**src/hdl/fst_pkg.sv**
```systemverilog
// ----------------------------------------------------------------------------
// fst_pkg
// Types and constants shared by the finite state transducer.
// ----------------------------------------------------------------------------
package fst_pkg;

   localparam int MaxStates   = 8;
   localparam int MaxOutChars = 8;
   localparam int Alphabet    = 26;
   localparam int TableDepth  = MaxStates * MaxStates * Alphabet;

   localparam int StateW   = $clog2(MaxStates);
   localparam int CountW   = $clog2(MaxStates + 1);
   localparam int LetterW  = 5;
   localparam int LenW     = $clog2(MaxOutChars + 1);
   localparam int CharIdxW = (MaxOutChars > 1) ? $clog2(MaxOutChars) : 1;
   localparam int CharW    = 8;
   localparam int TextW    = MaxOutChars * CharW;
   localparam int AddrW    = $clog2(TableDepth);
   localparam int CsrIdxW  = 1;
   localparam int CsrDataW = 4;

   localparam logic CMD_LOAD   = 1'b0;
   localparam logic CMD_LETTER = 1'b1;

   localparam logic [CsrIdxW-1:0] REG_INITIAL_STATE = 1'd0;
   localparam logic [CsrIdxW-1:0] REG_NUM_STATES    = 1'd1;

   typedef enum logic [2:0] {
      ST_CLEAR,
      ST_IDLE,
      ST_START,
      ST_SCAN_RD,
      ST_SCAN_CHK,
      ST_EMIT,
      ST_ERROR
   } fsm_state_type;

   typedef struct packed {
      logic clr_wr;
      logic load_wr;
      logic take_letter;
      logic scan_rd;
      logic scan_hit;
      logic scan_next;
      logic emit_char;
      logic emit_err;
   } ctl_cmd_type;

   typedef struct packed {
      logic clear_done;
      logic rejected;
      logic no_scan;
      logic hit;
      logic scan_last;
      logic out_free;
      logic emit_last;
   } ctl_status_type;

endpackage

```
**src/hdl/fst_ctrl.sv**
```systemverilog
// ----------------------------------------------------------------------------
// fst_ctrl
// Sequencer: table clear, transition scan, character emission.
// ----------------------------------------------------------------------------
module fst_ctrl (
   input  logic                    clock,
   input  logic                    reset,
   input  logic                    req_valid,
   input  logic                    req_cmd,
   output logic                    req_ready,
   input  fst_pkg::ctl_status_type status,
   output fst_pkg::ctl_cmd_type    ctl,
   output fst_pkg::fsm_state_type  state
);
   import fst_pkg::*;

   fsm_state_type state_ff, state_in;

   always_ff @(posedge clock) begin
      if (reset) begin
         state_ff <= ST_CLEAR;
      end else begin
         state_ff <= state_in;
      end
   end

   always_comb begin
      state_in  = state_ff;
      ctl       = '0;
      req_ready = 1'b0;
      unique case (state_ff)
         ST_CLEAR: begin
            ctl.clr_wr = 1'b1;
            if (status.clear_done) begin
               state_in = ST_IDLE;
            end
         end
         ST_IDLE: begin
            req_ready = 1'b1;
            if (req_valid) begin
               if (req_cmd == CMD_LETTER) begin
                  ctl.take_letter = 1'b1;
                  state_in        = ST_START;
               end else begin
                  ctl.load_wr = 1'b1;
               end
            end
         end
         ST_START: begin
            priority if (status.rejected) begin
               state_in = ST_IDLE;
            end else if (status.no_scan) begin
               state_in = ST_ERROR;
            end else begin
               state_in = ST_SCAN_RD;
            end
         end
         ST_SCAN_RD: begin
            ctl.scan_rd = 1'b1;
            state_in    = ST_SCAN_CHK;
         end
         ST_SCAN_CHK: begin
            priority if (status.hit) begin
               ctl.scan_hit = 1'b1;
               state_in     = ST_EMIT;
            end else if (status.scan_last) begin
               state_in = ST_ERROR;
            end else begin
               ctl.scan_next = 1'b1;
               state_in      = ST_SCAN_RD;
            end
         end
         ST_EMIT: begin
            if (status.out_free) begin
               ctl.emit_char = 1'b1;
               if (status.emit_last) begin
                  state_in = ST_IDLE;
               end
            end
         end
         ST_ERROR: begin
            if (status.out_free) begin
               ctl.emit_err = 1'b1;
               state_in     = ST_IDLE;
            end
         end
         default: begin
            state_in = ST_IDLE;
         end
      endcase
   end

   assign state = state_ff;

endmodule

```
**config.mk**
```make
export PLATFORM = sky130hd
export DESIGN_NAME = fst_ctrl
export DESIGN_NICKNAME = d
export VERILOG_FILES = /design/src/hdl/fst_pkg.sv /design/src/hdl/fst_ctrl.sv
export SDC_FILE = /design/constraint.sdc
export NUM_CORES = 1
export LEC_CHECK = 0
export ABC_AREA = 1
export BUFFER_PORTS_ARGS = -buffer_cell sky130_fd_sc_hd__buf_2
export CAP_MARGIN = 15
export CORE_AREA = 3 3 40 42
export DETAILED_ROUTE_END_ITERATION = 6
export DIE_AREA = 0 0 43 45
export PLACE_DENSITY = 0.66
export RECOVER_POWER = 25
export SYNTH_ARGS = -nofsm -noshare
export SYNTH_HDL_FRONTEND = slang
export SYNTH_SLANG_ARGS = --single-unit
```
**constraint.sdc**
```tcl
create_clock -name clock -period 1.3 [get_ports clock]
set_clock_uncertainty 0.15 [all_clocks]
set_input_delay 0.195 -clock clock [delete_from_list [all_inputs] [get_ports clock]]
set_output_delay 0.195 -clock clock [all_outputs]
set_load 0.01 [all_outputs]
```
==> impl_metrics.json, run 1 <==
{
  "slew_headroom": 0.871,
  "synth-async-reset-ratio": 0,
  "drcViolationCount": 0,
  "io-pin-count": 23,
  "syn_nets": 83,
  "required_ns": 0.95,
  "clk_pin_slew_ns": 0.04,
  "critical_path_class": "flip-flop to output port",
  "reg2regPathDepth": 9,
  "synth_top_area_share": 0.156,
  "synth_mux_area_frac": 0,
  "cts.sinks": 3,
  "synth-seq-cells": 3,
  "cpPeakStageDelay_ns": 0.37,
  "p_leak_nw": 0.446,
  "outcome": "finished with violations",
  "multi_input_area_sq_um": 303,
  "whs_endpoint": "state[2]",
  "synth_area_leaders": "dfxtp_1 16%, nand2_1 16%, nor2_1 15%",
  "synth-edff-count": 0,
  "grt_pass1_wl_um": 2060,
  "hp-class": "input pin to flip-flop",
  "yosysMostFrequentCell": "nand2_1",
  "drive_gt1_frac": 0.588,
  "yosysUniqueCellTypes": 16,
  "numCtsBuffers": 3,
  "ff2ff_setup_slack_ns": -0.08,
  "grt_pass1_vias": 487,
  "final.period_utilization": 1.10,
  "yosysTopAreaCell": "dfxtp_1",
  "clockBufferDepth": 2,
  "synth_compound_area_frac": 0.0584,
  "place_ws_ns": -0.0844,
  "reg2reg_from": "state[1]",
  "via_per_inst": 4.46,
  "grt_max_degree": 9,
  "cp_max_fo": 5,
  "totalNegativeSetupSlack_ns": -0.911,
  "yosys.area_share.xor_xnor": 0,
  "wl_per_cell_um": 9.81,
  "layoutNonFillerInstCount": 129,
  "synthTopCellsByCount": "16 x nand2_1, 15 x nor2_1, 11 x inv_1",
  "die_area_sq_mm": 0.00194,
  "period_minus_slack_ns": 1.43,
  "gp_routability_congestion": 0.849,
  "synth_fa_ha_area_frac": 0,
  "violations": "negative setup slack",
  "crit_slowest_cell": "dfxtp_4",
  "dp.cells": 110,
  "ant_nets": 0,
  "power_density_mw_per_mm2": 2200,
  "fin_nets": 126,
  "max_freq_mhz": 700,
  "fillers": 113,
  "syn_inst": 72,
  "via_count": 575,
  "synthSimpleGateAreaFrac": 0.601,
  "hold_viol": 0,
  "hold_depth": 4,
  "synth_top_family_by_area": "simple AND/OR/NAND/NOR gates",
  "design_area_sq_um": 759,
  "rows": 13,
  "power_mw": 1.67,
  "syn_area_per_cell_sq_um": 5.35,
  "crit_chain": "nor2_4 -> nand3_2 -> nor2_1 -> buf_2",
  "utilization": 0.591,
  "cp-end-kind": "output port",
  "diodes": 0,
  "startpoint_type": "flip-flop",
  "synth-main-ff-cell": "dfxtp_1",
  "antenna_found_initial": 0,
  "cts-htree-levels": 1,
  "r2r-end": "state[1]",
  "yosysSeqAreaShare": 0.156,
  "regArea_sq_um": 71.3,
  "syn_area_sq_um": 385,
  "die_h_um": 45,
  "slew_viol_final": 0,
  "ctsHoldBuffers": 0,
  "largest_reg_flops": 3,
  "place.detailed.hpwl_um": 832,
  "area_growth_pct": 97.1,
  "cap_violations": 0,
  "core_region_area_sq_mm": 0.00128,
  "hp-start": "reset",
  "max_slew.worst_pin.slew_ns": 0.193,
  "fin_worst_hold_slack_ns": 0.0636,
  "root_buffer": "clkbuf_4",
  "rsz0062_at_grt": "true",
  "track_usage": 0.134,
  "clock_latency_ns": 0.23,
  "overflow": 0,
  "yosysWarnings": 0,
  "finalSetupViolations": 13,
  "arrival_ns": 1.08,
  "finalWorstSetupSlack_ns": -0.128,
  "place_area_sq_um": 523,
  "io_buffers": 22,
  "totalWireLength_um": 1270,
  "first_iter_violations": 7,
  "start_util": 0.300,
  "irDropWorstVdd_mv": 1.11,
  "cts_tree": "done",
  "die_x_um": 43,
  "drt-pass1-iter-count": 4
}
==> metal layers <==
layer,vias to the layer above,part of all wire,global-route usage
met5,-,0,0
li1,308,-,-
met2,20,0.51,0.249
met1,247,0.42,0.165
met4,0,0,0.0181
met3,0,0.068,0.0239
==> cells by family (layout without fill, tap and decap cells) <==
group	count (synthesis)	after routing
compound gates	4	4
buf+inv	16	58
simple gates	49	49
flops	3	3
==> worst max path at each step <==
stage / slack [ns] / cells after the start / to / startpoint
after floorplan: 0.0002 / 9 / state[0] / state[2]
after global placement: -0.02 / 8 / state[0] / state[2]
after detailed placement: -0.08 / 8 / state[0] / state[2]
after CTS: -0.13 / 4 / ctl[2] / state[0]
after global routing: -0.20 / 4 / ctl[2] / state[1]
final: -0.13 / 4 / ctl[2] / state[1]
==> cell type report <==
class                           instances  share of cell area
Multi-Input combinational cell         53               0.399
Inverter                               14              0.0791
Tap cell                               15              0.0247
Clock buffer                            4              0.0346
Sequential cell                         3              0.0939
Timing Repair Buffer                   40               0.369
==> worst max-delay path, delay by kind of cell, from the launching register on <==
kind,cells,cell delay (ns)
DFF,1,0.37
and+or+nand+nor,3,0.35
buffers and inverters,1,0.13
==> layout by cell type (no fill, tap or decap), types with 4 or more instances in the layout <==
| cell type | synthesis | final |
|---|---|---|
| buf_2 | 0 | 20 |
| nand2_1 | 16 | 14 |
| nor2_1 | 15 | 12 |
| buf_4 | 1 | 12 |
| inv_1 | 11 | 9 |
| buf_6 | 1 | 8 |
| nand3_2 | 2 | 5 |
| nand2_2 | 2 | 4 |
| nand3_1 | 8 | 4 |
| nand4_1 | 4 | 4 |
==> report_power, final <==
part           total (mW)  switching [mW]  internal [mW]
registers           0.260           0.101          0.159
clock network       0.166          0.0511          0.115
logic                1.24           0.611          0.633
total                1.67           0.763          0.906
==> repair_timing <==
| action | 4_1_cts | 5_1_grt |
|---|---|---|
| gates resized for setup | 20 | 8 |
| endpoints found under the setup margin | 13 | 13 |
| cloned | 0 | 0 |
| pin swaps | 5 | 4 |
| buffers inserted | 11 | 4 |
(Power assumes the default switching activity.)
==> run 2, diff against run 1 <==
--- a/config.mk
+++ b/config.mk
@@ -5,13 +5,12 @@
 export SDC_FILE = /design/constraint.sdc
 export NUM_CORES = 1
 export LEC_CHECK = 0
-export ABC_AREA = 1
 export BUFFER_PORTS_ARGS = -buffer_cell sky130_fd_sc_hd__buf_2
 export CAP_MARGIN = 15
 export CORE_AREA = 3 3 40 42
 export DETAILED_ROUTE_END_ITERATION = 6
 export DIE_AREA = 0 0 43 45
-export PLACE_DENSITY = 0.66
+export PLACE_DENSITY = 0.64
 export RECOVER_POWER = 25
 export SYNTH_ARGS = -nofsm -noshare
 export SYNTH_HDL_FRONTEND = slang
==> constraint.sdc (replaced) <==
create_clock -name clock -period 1.8 [get_ports clock]
set_clock_uncertainty 0.15 [all_clocks]
set_input_delay 0.27 -clock clock [delete_from_list [all_inputs] [get_ports clock]]
set_output_delay 0.27 -clock clock [all_outputs]
set_load 0.01 [all_outputs]
==> impl_metrics.json, run 2 <==
{
  "die_area_sq_mm": 0.00194,
  "final.period_utilization": 0.929,
  "synthTopCellsByCount": "7 x nor2_1, 3 x dfxtp_1, 3 x inv_1, 3 x nor2b_1",
  "synth-seq-cells": 3,
  "synth-main-ff-cell": "dfxtp_1",
  "grt_pass1_wl_um": 1370,
  "fin_nets": 82,
  "cp_max_fo": 10,
  "totalWireLength_um": 886,
  "ff2ff_setup_slack_ns": 0.28,
  "hp-class": "input pin to flip-flop",
  "wl_per_cell_um": 10.4,
  "syn_nets": 57,
  "layoutNonFillerInstCount": 85,
  "io_buffers": 22,
  "clk_pin_slew_ns": 0.04,
  "die_x_um": 43,
  "max_freq_mhz": 598,
  "place_area_sq_um": 470,
  "first_iter_violations": 0,
  "syn_area_per_cell_sq_um": 7.78,
  "hp-start": "reset",
  "yosysMostFrequentCell": "nor2_1",
  "cts_tree": "done",
  "track_usage": 0.0974,
  "final_common_cell": "buf_2",
  "dp.cells": 81,
  "gp_routability_congestion": 0.763,
  "grt_pass1_vias": 353,
  "via_count": 417,
  "syn_inst": 46,
  "numCtsBuffers": 3,
  "irDropWorstVdd_mv": 0.213,
  "start_util": 0.278,
  "root_buffer": "clkbuf_4",
  "syn_area_sq_um": 358,
  "yosysTopAreaCell": "dfxtp_1",
  "die_h_um": 45,
  "synth-edff-count": 0,
  "cpPeakStageDelay_ns": 0.44,
  "fin_worst_hold_slack_ns": 0.0753,
  "drt-pass1-iter-count": 1,
  "diodes": 0,
  "reg2reg_from": "state[0]",
  "ant_nets": 0,
  "drive_gt1_frac": 0.486,
  "cp-end-kind": "output port",
  "power_mw": 0.521,
  "core_region_area_sq_mm": 0.00128,
  "grt_max_degree": 12,
  "max_slew.worst_pin.slew_ns": 0.341,
  "cts.sinks": 3,
  "clockBufferDepth": 2,
  "clock_latency_ns": 0.24,
  "via_per_inst": 4.91,
  "utilization": 0.392,
  "ctsHoldBuffers": 0,
  "power_density_mw_per_mm2": 1030,
  "totalNegativeSetupSlack_ns": 0,
  "outcome": "completed",
  "crit_slowest_cell": "dfxtp_2",
  "area_growth_pct": 40.9,
  "whs_endpoint": "state[0]",
  "slew_viol_final": 0,
  "rsz0062_at_grt": "true",
  "hold_viol": 0,
  "io-pin-count": 23,
  "design_area_sq_um": 504,
  "yosysUniqueCellTypes": 30,
  "finalSetupViolations": 0,
  "synth_area_leaders": "dfxtp_1 17%, a2111oi_4 7.7%, nor2_1 7.3%",
  "largest_reg_flops": 3,
  "period_minus_slack_ns": 1.67,
  "cts-htree-levels": 1,
  "p_leak_nw": 0.245,
  "yosysSeqAreaShare": 0.168,
  "cap_violations": 0,
  "yosysWarnings": 0,
  "finalWorstSetupSlack_ns": 0.127,
  "rows": 13,
  "critical_path_class": "flip-flop to output port",
  "overflow": 0,
  "required_ns": 1.38,
  "r2r-end": "state[0]",
  "final_cell_mix": "22 x buf_2, 7 x nor2_1, 3 x nor2b_1, 3 x inv_1, 3 x clkbuf_4",
  "crit_start": "state[2]",
  "hold_depth": 2,
  "place_ws_ns": 0.205,
  "place.detailed.hpwl_um": 731,
  "antenna_found_initial": 0,
  "arrival_ns": 1.25,
  "startpoint_type": "flip-flop",
  "slew_headroom": 0.773,
  "drcViolationCount": 0,
  "crit_chain": "nand2b_1 -> nor2_1 -> and2_1 -> buf_2",
  "synth_top_area_share": 0.168,
  "post_cts_buffers": 0,
  "synth-async-reset-ratio": 0,
  "reg2regPathDepth": 4
}
[run 2: cell types whose count changed after synthesis, moves of 2 or more]
cell,previous run,this run
nand2_1,16,2
and2_1,0,2
nand3_1,8,0
inv_2,3,0
nand3_2,2,0
nor2b_1,0,3
nand4_1,4,0
nor3b_1,0,2
nor2_1,15,7
inv_1,11,3
[run 2: final cells by class]
cell class	count	area [sq um]
fill	150	781
multi-input combinational	37	268
timing repair buffer	23	118
sequential	3	62.6
clock buffer	4	26.3
tap	15	18.8
inverter	3	11.3
[run 2: timing repair]
item / in CTS / in global routing
endpoints found under the hold margin: 0 / 0
pin swaps: 0 / 0
gates resized for setup: 1 / 2
setup endpoints to repair: 1 / 4
[run 2: metal layers]
layer | vias to the layer above | track usage | share of wire
met5 | - | 0 | 0
met4 | 0 | 0.0723 | 0
met3 | 0 | 0.0239 | 0.10
met2 | 15 | 0.165 | 0.49
met1 | 185 | 0.106 | 0.41
li1 | 217 | - | -
[run 2: report_power, final]
part | switching [mW] | internal, mW | leakage [nW]
sequential | 0.0395 | 0.0857 | 0.0256
clock | 0.0383 | 0.0833 | 0.0150
combinational | 0.138 | 0.136 | 0.204
total | 0.216 | 0.305 | 0.245
[run 2: worst max-delay path by stage]
stage	endpoint	slack (ns)	cells after the start
2_1_floorplan	ctl[6]	0.19	4
3_3_place_gp	state[0]	0.22	4
3_5_place_dp	state[0]	0.21	4
4_1_cts	ctl[3]	0.002	4
5_1_grt	ctl[5]	-0.003	4
6_report	ctl[3]	0.13	4
[run 2: kinds of logic after synthesis]
logic type / Yosys count / share of synthesized area
AOI/OAI and AO/OA: 14 / 0.371
buffers and inverters: 6 / 0.0979
DFF: 3 / 0.168
and+or+nand+nor: 23 / 0.364
[run 2: critical path: cells and delay by family (launching register included)]
kind / cells / cell delay [ns]
flip-flops: 1 / 0.44
buffers and inverters: 1 / 0.12
AND/OR/NAND/NOR: 3 / 0.45
